<file path="src/sv/pdll_pkg.sv">
package pdll_pkg;
	localparam int CAPACITY = 32;
	localparam int DATA_W   = 32;
	localparam int IDX_W    = $clog2(CAPACITY);
	localparam int CNT_W    = 6;
	localparam int POS_W    = 6;

	typedef enum logic [2:0] {
		MODE_INS_FRONT = 3'd0,
		MODE_INS_BACK  = 3'd1,
		MODE_INS_POS   = 3'd2,
		MODE_DEL_FRONT = 3'd3,
		MODE_DEL_BACK  = 3'd4,
		MODE_DEL_POS   = 3'd5,
		MODE_DISPLAY   = 3'd6,
		MODE_UNUSED    = 3'd7
	} mode_t;

	typedef enum logic [1:0] {
		ST_OK     = 2'd0,
		ST_REJECT = 2'd1,
		ST_FULL   = 2'd2
	} status_t;

	// read address source
	typedef enum logic [1:0] {
		RD_HOLD = 2'd0,
		RD_HEAD = 2'd1,
		RD_FREE = 2'd2,
		RD_NEXT = 2'd3
	} rd_sel_t;

	typedef enum logic [3:0] {
		A_NONE      = 4'd0,
		A_INS_EMPTY = 4'd1,
		A_INS_FRONT = 4'd2,
		A_INS_BACK  = 4'd3,
		A_INS_MID   = 4'd4,
		A_FOUND     = 4'd5,
		A_LINK1     = 4'd6,
		A_LINK2     = 4'd7,
		A_DEL_LINK  = 4'd8,
		A_DEL_FREE  = 4'd9
	} act_t;

	typedef struct packed {
		logic    load;
		rd_sel_t rd;
		act_t    act;
		logic    first;
		logic    last;
		logic    single;
	} dp_cmd_t;

	typedef struct packed {
		logic [CNT_W-1:0] count;
	} dp_status_t;
endpackage

</file>
<file path="src/sv/positional_doubly_linked_list.sv">
// Positional doubly linked list of up to 32 words, with a free chain.
// Requests: start high while busy is low takes mode, value and position.
// busy stays high until the last result of the request has been shown.
// Results: each appears for exactly one cycle with strobe high; the receiver
// cannot stall, so every strobe cycle delivers one result.
// Display gives one result per stored element, head to tail, last_result on
// the final one; an empty list gives a single empty result. Every other mode
// gives one result with status and the new element_count.
// Steps from the accepting edge: every request is first decided; rejects and
// empty display answer straight after that, insert front/back after the free
// entry is taken, and positional requests after a walk of p links and the
// link updates. Display shows its first element after the decide step, then one per cycle.
// The walk over next links, one link per cycle through the registered read
// of the link memory, sets the positional cost, and the next request may
// start in the cycle busy falls.
// Reset empties the list at once: next-link memory contents are covered by
// per-entry valid bits, so there is no clearing pass.
module positional_doubly_linked_list import pdll_pkg::*; (
	input  logic              clk,
	input  logic              arst_n,
	input  logic              start,
	output logic              busy,
	input  logic [2:0]        mode,
	input  logic [DATA_W-1:0] value,
	input  logic [POS_W-1:0]  position,
	output logic              strobe,
	output logic [1:0]        status,
	output logic [CNT_W-1:0]  element_count,
	output logic [DATA_W-1:0] read_value,
	output logic              read_valid,
	output logic              last_result
);
	dp_cmd_t cmd;
	dp_status_t sts;
	logic [DATA_W-1:0] rd_data;

	// sequencer: decides the request, walks links, steps the link updates
	pdll_ctrl u_ctrl (
		.clk(clk), .arst_n(arst_n), .start(start), .mode(mode), .position(position),
		.sts(sts), .cmd(cmd), .busy(busy), .strobe(strobe), .status(status),
		.read_valid(read_valid), .last_result(last_result)
	);

	// pointers, count and the three entry memories
	pdll_datapath u_dp (
		.clk(clk), .arst_n(arst_n), .cmd(cmd), .value(value),
		.sts(sts), .read_data(rd_data)
	);

	assign element_count = sts.count;
	// value is only meaningful while an element is shown
	assign read_value = read_valid ? rd_data : '0;
endmodule

</file>
<file path="src/sv/pdll_ram.sv">
module pdll_ram #(
	parameter int WIDTH = 32,
	parameter int DEPTH = 32
) (
	input  logic                     clk,
	input  logic                     we,
	input  logic [$clog2(DEPTH)-1:0] waddr,
	input  logic [WIDTH-1:0]         wdata,
	input  logic [$clog2(DEPTH)-1:0] raddr,
	output logic [WIDTH-1:0]         rdata
);
	logic [WIDTH-1:0] mem_q [DEPTH];

	always_ff @(posedge clk) begin
		if (we) begin
			mem_q[waddr] <= wdata;
		end
		rdata <= mem_q[raddr];
	end
endmodule

</file>
<file path="src/sv/pdll_datapath.sv">
module pdll_datapath import pdll_pkg::*; (
	input  logic              clk,
	input  logic              arst_n,
	input  dp_cmd_t           cmd,
	input  logic [DATA_W-1:0] value,
	output dp_status_t        sts,
	output logic [DATA_W-1:0] read_data
);
	logic [IDX_W-1:0] head_q, tail_q, free_q, cur_q, n_q, bef_q, aft_q;
	logic [CNT_W-1:0] count_q;
	logic [DATA_W-1:0] val_q;
	logic [CAPACITY-1:0] nvalid_q;
	logic nvrd_q;

	logic [IDX_W-1:0] raddr, nxt_ram, prv_rd, nxt_eff;
	logic v_we, n_we, p_we;
	logic [IDX_W-1:0] v_addr, n_addr, n_data, p_addr, p_data;

	// unwritten next links read as the reset free chain
	assign nxt_eff = nvrd_q ? nxt_ram : cur_q + IDX_W'(1);

	always_comb begin
		unique case (cmd.rd)
			RD_HOLD: raddr = cur_q;
			RD_HEAD: raddr = head_q;
			RD_FREE: raddr = free_q;
			RD_NEXT: raddr = nxt_eff;
			default: raddr = cur_q;
		endcase
	end

	always_comb begin
		v_we = 1'b0; v_addr = free_q;
		n_we = 1'b0; n_addr = free_q; n_data = free_q;
		p_we = 1'b0; p_addr = free_q; p_data = free_q;
		unique case (cmd.act)
			A_INS_EMPTY: begin
				v_we = 1'b1;
				n_we = 1'b1;
				p_we = 1'b1;
			end
			A_INS_FRONT: begin
				v_we = 1'b1;
				n_we = 1'b1; n_data = head_q;
				p_we = 1'b1; p_addr = head_q;
			end
			A_INS_BACK: begin
				v_we = 1'b1;
				p_we = 1'b1; p_data = tail_q;
				n_we = 1'b1; n_addr = tail_q;
			end
			A_INS_MID: v_we = 1'b1;
			A_LINK1: begin
				n_we = 1'b1; n_addr = bef_q; n_data = n_q;
				p_we = 1'b1; p_addr = n_q; p_data = bef_q;
			end
			A_LINK2: begin
				n_we = 1'b1; n_addr = n_q; n_data = cur_q;
				p_we = 1'b1; p_addr = cur_q; p_data = n_q;
			end
			A_DEL_LINK: begin
				if (!cmd.single) begin
					n_we = !cmd.first; n_addr = bef_q; n_data = aft_q;
					p_we = !cmd.last;  p_addr = aft_q; p_data = bef_q;
				end
			end
			A_DEL_FREE: begin
				n_we = 1'b1; n_addr = cur_q; n_data = free_q;
			end
			default: ;
		endcase
	end

	pdll_ram #(.WIDTH(DATA_W), .DEPTH(CAPACITY)) u_val (
		.clk(clk), .we(v_we), .waddr(v_addr), .wdata(val_q),
		.raddr(raddr), .rdata(read_data)
	);
	pdll_ram #(.WIDTH(IDX_W), .DEPTH(CAPACITY)) u_next (
		.clk(clk), .we(n_we), .waddr(n_addr), .wdata(n_data),
		.raddr(raddr), .rdata(nxt_ram)
	);
	pdll_ram #(.WIDTH(IDX_W), .DEPTH(CAPACITY)) u_prev (
		.clk(clk), .we(p_we), .waddr(p_addr), .wdata(p_data),
		.raddr(raddr), .rdata(prv_rd)
	);

	always_ff @(posedge clk) begin
		if (cmd.load) begin
			val_q <= value;
		end
		if (cmd.act == A_FOUND) begin
			bef_q <= prv_rd;
			aft_q <= nxt_eff;
		end
		if (cmd.act == A_INS_MID) begin
			n_q <= free_q;
		end
	end

	always_ff @(posedge clk or negedge arst_n) begin
		if (!arst_n) begin
			head_q   <= '0;
			tail_q   <= '0;
			free_q   <= '0;
			cur_q    <= '0;
			count_q  <= '0;
			nvalid_q <= '0;
			nvrd_q   <= 1'b0;
		end else begin
			cur_q  <= raddr;
			nvrd_q <= nvalid_q[raddr];
			if (n_we) begin
				nvalid_q[n_addr] <= 1'b1;
			end
			unique case (cmd.act)
				A_INS_EMPTY: begin
					free_q <= nxt_eff; head_q <= free_q; tail_q <= free_q;
					count_q <= count_q + CNT_W'(1);
				end
				A_INS_FRONT: begin
					free_q <= nxt_eff; head_q <= free_q;
					count_q <= count_q + CNT_W'(1);
				end
				A_INS_BACK: begin
					free_q <= nxt_eff; tail_q <= free_q;
					count_q <= count_q + CNT_W'(1);
				end
				A_INS_MID: free_q <= nxt_eff;
				A_LINK2: count_q <= count_q + CNT_W'(1);
				A_DEL_LINK: begin
					if (cmd.single) begin
						head_q <= '0;
						tail_q <= '0;
					end else begin
						if (cmd.first) head_q <= aft_q;
						if (cmd.last)  tail_q <= bef_q;
					end
				end
				A_DEL_FREE: begin
					free_q  <= cur_q;
					count_q <= count_q - CNT_W'(1);
				end
				default: ;
			endcase
		end
	end

	assign sts.count = count_q;
endmodule

</file>
<file path="src/sv/pdll_ctrl.sv">
module pdll_ctrl import pdll_pkg::*; (
	input  logic             clk,
	input  logic             arst_n,
	input  logic             start,
	input  logic [2:0]       mode,
	input  logic [POS_W-1:0] position,
	input  dp_status_t       sts,
	output dp_cmd_t          cmd,
	output logic             busy,
	output logic             strobe,
	output logic [1:0]       status,
	output logic             read_valid,
	output logic             last_result
);
	typedef enum logic [9:0] {
		S_IDLE     = 10'b0000000001,
		S_DECIDE   = 10'b0000000010,
		S_INS_TAKE = 10'b0000000100,
		S_WALK     = 10'b0000001000,
		S_LINK1    = 10'b0000010000,
		S_LINK2    = 10'b0000100000,
		S_DEL_LINK = 10'b0001000000,
		S_DEL_FREE = 10'b0010000000,
		S_RESP     = 10'b0100000000,
		S_DISP     = 10'b1000000000
	} state_t;

	state_t state_q, state_d;
	mode_t mode_q;
	logic [POS_W-1:0] pos_q, pos_d, idx_q, idx_d;
	status_t st_q, st_d;
	logic [CNT_W-1:0] cnt, cnt1;
	logic is_ins;

	assign cnt  = sts.count;
	assign cnt1 = cnt + CNT_W'(1);
	assign is_ins = (mode_q == MODE_INS_FRONT) || (mode_q == MODE_INS_BACK) ||
		(mode_q == MODE_INS_POS);

	always_comb begin
		state_d = state_q;
		pos_d   = pos_q;
		idx_d   = idx_q;
		st_d    = st_q;
		cmd     = '{load: 1'b0, rd: RD_HOLD, act: A_NONE, first: (pos_q == POS_W'(1)),
			last: (pos_q == POS_W'(cnt)), single: (cnt == CNT_W'(1))};
		unique case (state_q)
			S_IDLE: begin
				if (start) begin
					cmd.load = 1'b1;
					state_d  = S_DECIDE;
				end
			end
			S_DECIDE: begin
				st_d    = ST_OK;
				state_d = S_RESP;
				unique case (mode_q) inside
					MODE_INS_FRONT, MODE_INS_BACK, MODE_INS_POS: begin
						pos_d = (mode_q == MODE_INS_FRONT) ? POS_W'(1) :
							(mode_q == MODE_INS_BACK) ? POS_W'(cnt1) : pos_q;
						if (pos_d == '0 || pos_d > POS_W'(cnt1)) begin
							st_d = ST_REJECT;
						end else if (cnt >= CNT_W'(CAPACITY)) begin
							st_d = ST_FULL;
						end else begin
							cmd.rd  = RD_FREE;
							state_d = S_INS_TAKE;
						end
					end
					MODE_DEL_FRONT, MODE_DEL_BACK, MODE_DEL_POS: begin
						pos_d = (mode_q == MODE_DEL_FRONT) ? POS_W'(1) :
							(mode_q == MODE_DEL_BACK) ? POS_W'(cnt) : pos_q;
						if (cnt == '0 || pos_d == '0 || pos_d > POS_W'(cnt)) begin
							st_d = ST_REJECT;
						end else begin
							cmd.rd  = RD_HEAD;
							idx_d   = POS_W'(1);
							state_d = S_WALK;
						end
					end
					MODE_DISPLAY: begin
						if (cnt != '0) begin
							cmd.rd  = RD_HEAD;
							idx_d   = POS_W'(1);
							state_d = S_DISP;
						end
					end
					default: st_d = ST_REJECT;
				endcase
			end
			S_INS_TAKE: begin
				state_d = S_RESP;
				if (cnt == '0) begin
					cmd.act = A_INS_EMPTY;
				end else if (pos_q == POS_W'(1)) begin
					cmd.act = A_INS_FRONT;
				end else if (pos_q == POS_W'(cnt1)) begin
					cmd.act = A_INS_BACK;
				end else begin
					cmd.act = A_INS_MID;
					cmd.rd  = RD_HEAD;
					idx_d   = POS_W'(1);
					state_d = S_WALK;
				end
			end
			S_WALK: begin
				if (idx_q == pos_q) begin
					cmd.act = A_FOUND;
					state_d = is_ins ? S_LINK1 : S_DEL_LINK;
				end else begin
					cmd.rd = RD_NEXT;
					idx_d  = idx_q + POS_W'(1);
				end
			end
			S_LINK1: begin
				cmd.act = A_LINK1;
				state_d = S_LINK2;
			end
			S_LINK2: begin
				cmd.act = A_LINK2;
				state_d = S_RESP;
			end
			S_DEL_LINK: begin
				cmd.act = A_DEL_LINK;
				state_d = S_DEL_FREE;
			end
			S_DEL_FREE: begin
				cmd.act = A_DEL_FREE;
				state_d = S_RESP;
			end
			S_RESP: state_d = S_IDLE;
			S_DISP: begin
				if (idx_q == POS_W'(cnt)) begin
					state_d = S_IDLE;
				end else begin
					cmd.rd = RD_NEXT;
					idx_d  = idx_q + POS_W'(1);
				end
			end
			default: state_d = S_IDLE;
		endcase
	end

	always_ff @(posedge clk) begin
		if (state_q == S_IDLE && start) begin
			mode_q <= mode_t'(mode);
			pos_q  <= position;
		end else begin
			pos_q <= pos_d;
		end
		idx_q <= idx_d;
	end

	always_ff @(posedge clk or negedge arst_n) begin
		if (!arst_n) begin
			state_q <= S_IDLE;
			st_q    <= ST_OK;
		end else begin
			state_q <= state_d;
			st_q    <= st_d;
		end
	end

	assign busy        = (state_q != S_IDLE);
	assign strobe      = (state_q == S_RESP) || (state_q == S_DISP);
	assign read_valid  = (state_q == S_DISP);
	assign status      = (state_q == S_DISP) ? ST_OK : st_q;
	assign last_result = (state_q == S_RESP) || (idx_q == POS_W'(cnt));
endmodule

</file>
<file path="config.mk">
export PLATFORM = sky130hd
export DESIGN_NAME = positional_doubly_linked_list
export DESIGN_NICKNAME = d
export VERILOG_FILES = /design/src/sv/pdll_pkg.sv /design/src/sv/positional_doubly_linked_list.sv /design/src/sv/pdll_ram.sv /design/src/sv/pdll_datapath.sv /design/src/sv/pdll_ctrl.sv
export SDC_FILE = /design/constraint.sdc
export NUM_CORES = 2
export LEC_CHECK = 0
export ABC_AREA = 1
export BUFFER_PORTS_ARGS = -buffer_cell sky130_fd_sc_hd__clkbuf_2
export CORE_MARGIN = 4
export CORE_UTILIZATION = 51
export CTS_BUF_LIST = sky130_fd_sc_hd__clkbuf_4
export DETAILED_ROUTE_END_ITERATION = 12
export HOLD_SLACK_MARGIN = 0.1
export PLACE_DENSITY_LB_ADDON = 0.15
export REMOVE_ABC_BUFFERS = 1
export SYNTH_ARGS = -nofsm -noshare
export SYNTH_HDL_FRONTEND = slang
export SYNTH_SLANG_ARGS = --single-unit
</file>
<file path="constraint.sdc">
create_clock -name clk -period 6 [get_ports clk]
set_clock_uncertainty 0.05 [all_clocks]
set_input_delay 0.3 -clock clk [delete_from_list [all_inputs] [get_ports clk]]
set_output_delay 0.3 -clock clk [all_outputs]
set_load 0.03 [all_outputs]
</file>
==> reports/metrics.yaml <==
yosys:
  yosysSeqAreaShare_pct: 65.2
  yosysWarnings: 0
  postSynthAreaPerCell_sq_um: 10.3
  synth-edff-count: 1406
  ys.flop_type: "edfxtp_1"
  syn_inst: 6653
  synth_top_area_share_pct: 61.4
  ys_top_cells_by_area: "edfxtp_1 (61%), nand3_1 (11%), nand2_1 (6.2%)"
  synth.top_cells.by_count: "nand3_1 (1557), edfxtp_1 (1406), nand2_1 (1131)"
  synth_area_leader_cell: "edfxtp_1"
  synth_area_sq_um: 68800
  synth.distinct_cells: 50
  async_flop_share_pct: 4.67
  ys_seq_elements: 1519
  synth.most_common_cell: "nand3_1"
floorplan:
  dieHeight_um: 375
  core_area_sq_um: 134000
  dieWidth_um: 375
  rows: 134
  design.die.area_sq_um: 141000
  start_util_pct: 51.4
  io_pins: 88
setup_path:
  rrSetupSlack_ns: 0.89
  setup.worst_path.end: "u_dp.u_prev.mem_q[22][2]$_DFFE_PP_"
  r2r_end: "u_dp.u_prev.mem_q[22][2]$_DFFE_PP_"
  worst_setup_path_end_kind: "flip-flop"
  worstPathRequired_ns: 6.85
  crit_arrival_ns: 5.95
  critPathKind: "flip-flop to flip-flop"
  critPathMostFrequentCell: "nand2_1"
  worstSetupStartpointType: "flip-flop"
  reg2reg_depth: 24
  r2r_start: "u_dp.sts[0]$_DFFE_PN0P_"
  cp_max_fo: 34
  crit_buf_inv: 6
  cp_num_cells: 24
  crit_path_max_incr_delay_ns: 0.65
  setup.worst_path.start: "u_dp.sts[0]$_DFFE_PN0P_"
  crit_family: "simple AND/OR/NAND/NOR gates"
  cpMaxStageDelayCell: "dfrtp_1"
  path_cells: "inv_2 -> ha_1 -> inv_1 -> nand2_1 -> nand2_1 -> nor2_1 -> nand2_1 -> nor2_1 -> nand3_1 -> nand2_1 -> nand2_1 -> nand2_1 -> inv_1 -> nor2_1 -> inv_1 -> nor2_1 -> nand2_1 -> nand3_1 -> nand3b_1 -> o21ai_1 -> inv_1 -> buf_4 -> nand3_1 -> nor2_1"
clocking:
  clkTransAtPathRegs_ns: 0.06
  cts_sinks: 1519
  cts_hold_buf: 101
  numCtsBuffers: 406
  htree_levels: 5
  cts_tree: "yes"
  cts_resized: 0
  post_cts_buffers: 0
  clock_latency_ns: 1.31
  cts_buffer_depth: 4
  cts_root_buf: "clkbuf_4"
outcome:
  outcome: "complete, no violations"
routing:
  viasPerCell: 5.53
  drc: 0
  num_vias: 50100
  ant_nets: 0
  drt_iter0_drc: 5300
  routedWlPerCell_um: 21.7
  first_pass_iters: 8
  drt_wl_total_um: 196000
global_routing:
  grt_pass1_wl_um: 296000
  grt_max_degree: 213
  antenna_found_initial: 4
  grt-ovfl-total: 0
  first_global_vias: 48200
  grt_usage_pct: 27.5
place:
  gp_congestion: 0.907
  port-buffer-count: 87
  post_dp_cell_area_sq_um: 71500
  hpwl_um: 104000
  place_inst: 8251
timing:
  final_hold_viol_count: 0
  tightest_slew_ns: 1.45
  finalCritPeriodShare_pct: 85.1
  slew_violations: 0
  maxClockFrequency_mhz: 196
  tns_ns: 0
  whs_ns: 0.242
  relSlewSlack_pct: 3.21
  rsz0062_at_grt: "false"
  setup_viol: 0
  min_period_ns: 5.11
power_and_ir_drop:
  finalPower_mw: 33.2
  leakagePower_nw: 32.5
  vdd_drop_max_uv: 448
  p_per_area_nw_per_um2: 428
finish:
  area_growth_pct: 12.7
  multi_input_area_sq_um: 18200
  fin_cells: 9060
  fillers: 11600
  drive_gt1_share_pct: 13.0
  finalInstanceArea_sq_um: 77500
  seqCellArea_sq_um: 44800
  fin_nets: 7054
run:
  maxCapViolations: 0
worst_hold_path:
  min_path_type: "input port to flip-flop"
[final cells by class]
cell class	instances	area share [%]
Timing Repair Buffer	321	3.81
Antenna cell	6	0.0194
Multi-Input combinational cell	3602	23.5
Inverter	1142	5.53
Sequential cell	1519	57.8
Clock buffer	609	5.90
Clock inverter	93	0.582
Tap cell	1768	2.85
[routing by layer]
metal | vias up | global-route usage [%] | routed length (um)
li1 | 23300 | - | -
met1 | 24200 | 38.6 | 83900
met2 | 2157 | 43.0 | 90600
met3 | 370 | 5.77 | 16600
met4 | 0 | 9.32 | 5140
met5 | - | 0 | 0
[cells by family (layout without fill, tap and decap cells)]
kind of cell    after synthesis  after routing  share of synthesized area (%)
compound gates              156            156                           1.26
xor+xnor                     14             14                          0.178
fa+ha+maj                    18             18                          0.327
buf+inv                    1532           2165                           8.89
flops                      1519           1519                           65.2
mux                           8              8                          0.124
other cells                   0              6                              0
simple gates               3406           3406                           24.1
[registers in the layout, indices dropped and copies added, names as in the netlist, 3 cells and up]
register	cells
u_dp.u_val.mem_q	1024
u_dp.u_next.mem_q	160
u_dp.u_prev.mem_q	160
u_dp.nvalid_q	32
u_dp.u_val.rdata	32
u_dp.val_q	32
u_ctrl.state_q	10
u_ctrl.idx_q	6
u_ctrl.pos_q	6
u_dp.sts	6
u_dp.aft_q	5
u_dp.bef_q	5
u_dp.cur_q	5
u_dp.free_q	5
u_dp.head_q	5
u_dp.n_q	5
u_dp.tail_q	5
u_dp.u_next.rdata	5
u_dp.u_prev.rdata	5
u_ctrl.mode_q	3
[power breakdown]
part | leakage [nW] | switching (mW) | internal, mW
Clock | 3.03 | 4.18 | 4.73
Combinational | 15.5 | 7.93 | 3.08
Sequential | 13.9 | 0.729 | 12.5
Total | 32.5 | 12.8 | 20.4
[worst reg2reg max path: stages (launching register included)]
cell      delay [ns]
dfrtp_1         0.65
inv_2           0.18
ha_1            0.40
inv_1           0.09
nand2_1         0.06
nand2_1         0.07
nor2_1          0.10
nand2_1         0.07
nor2_1          0.15
nand3_1         0.15
nand2_1         0.12
nand2_1         0.06
nand2_1         0.10
inv_1           0.05
nor2_1          0.09
inv_1           0.06
nor2_1          0.28
nand2_1         0.12
nand3_1         0.08
nand3b_1        0.13
o21ai_1         0.27
inv_1           0.20
buf_4           0.43
nand3_1         0.33
nor2_1          0.47
[layout by cell type (no fill, tap or decap), types with 7 or more instances in the layout]
cell	count
nor2_4	39
o22ai_1	13
inv_1	1120
nand4_1	22
nand2_2	7
clkbuf_2	86
nor3_1	21
clkbuf_4	609
buf_12	39
dfrtp_1	70
dlygate4sd3_1	100
nand3_1	1557
xor2_1	13
ha_1	18
clkinv_1	75
clkinv_2	13
a21oi_1	17
nand3b_1	423
o21ai_0	88
edfxtp_1	1406
inv_2	21
nand2_1	1130
buf_4	95
nor2_1	188
dfxtp_1	42
[how the worst min path moves through the flow]
stage	endpoint	start	depth (start not counted)	slack, ns
after detailed placement	u_dp.nvalid_q[6]$_DFFE_PN0P_	u_dp.nvalid_q[6]$_DFFE_PN0P_	2	0.39
after floorplan	u_ctrl.st_q[0]$_DFFE_PN0P_	arst_n	0	-0.05
after global placement	u_dp.nvalid_q[14]$_DFFE_PN0P_	u_dp.nvalid_q[14]$_DFFE_PN0P_	2	0.39
after global routing	u_ctrl.mode_q[2]$_DFFE_PP_	mode[2]	3	0.17
final	u_ctrl.mode_q[2]$_DFFE_PP_	mode[2]	3	0.24
after CTS	u_ctrl.mode_q[2]$_DFFE_PP_	mode[2]	3	0.11
[per-stage QoR]
stage	utilization (%)	worst slack (ns)
final	58.0	0.892
after global routing	58.0	0.616
after CTS	58.0	0.988
after detailed placement	53.4	1.03
after global placement	53.4	1.10
after floorplan	-	-26.71
No activity file was read; power rests on OpenSTA's default activity.
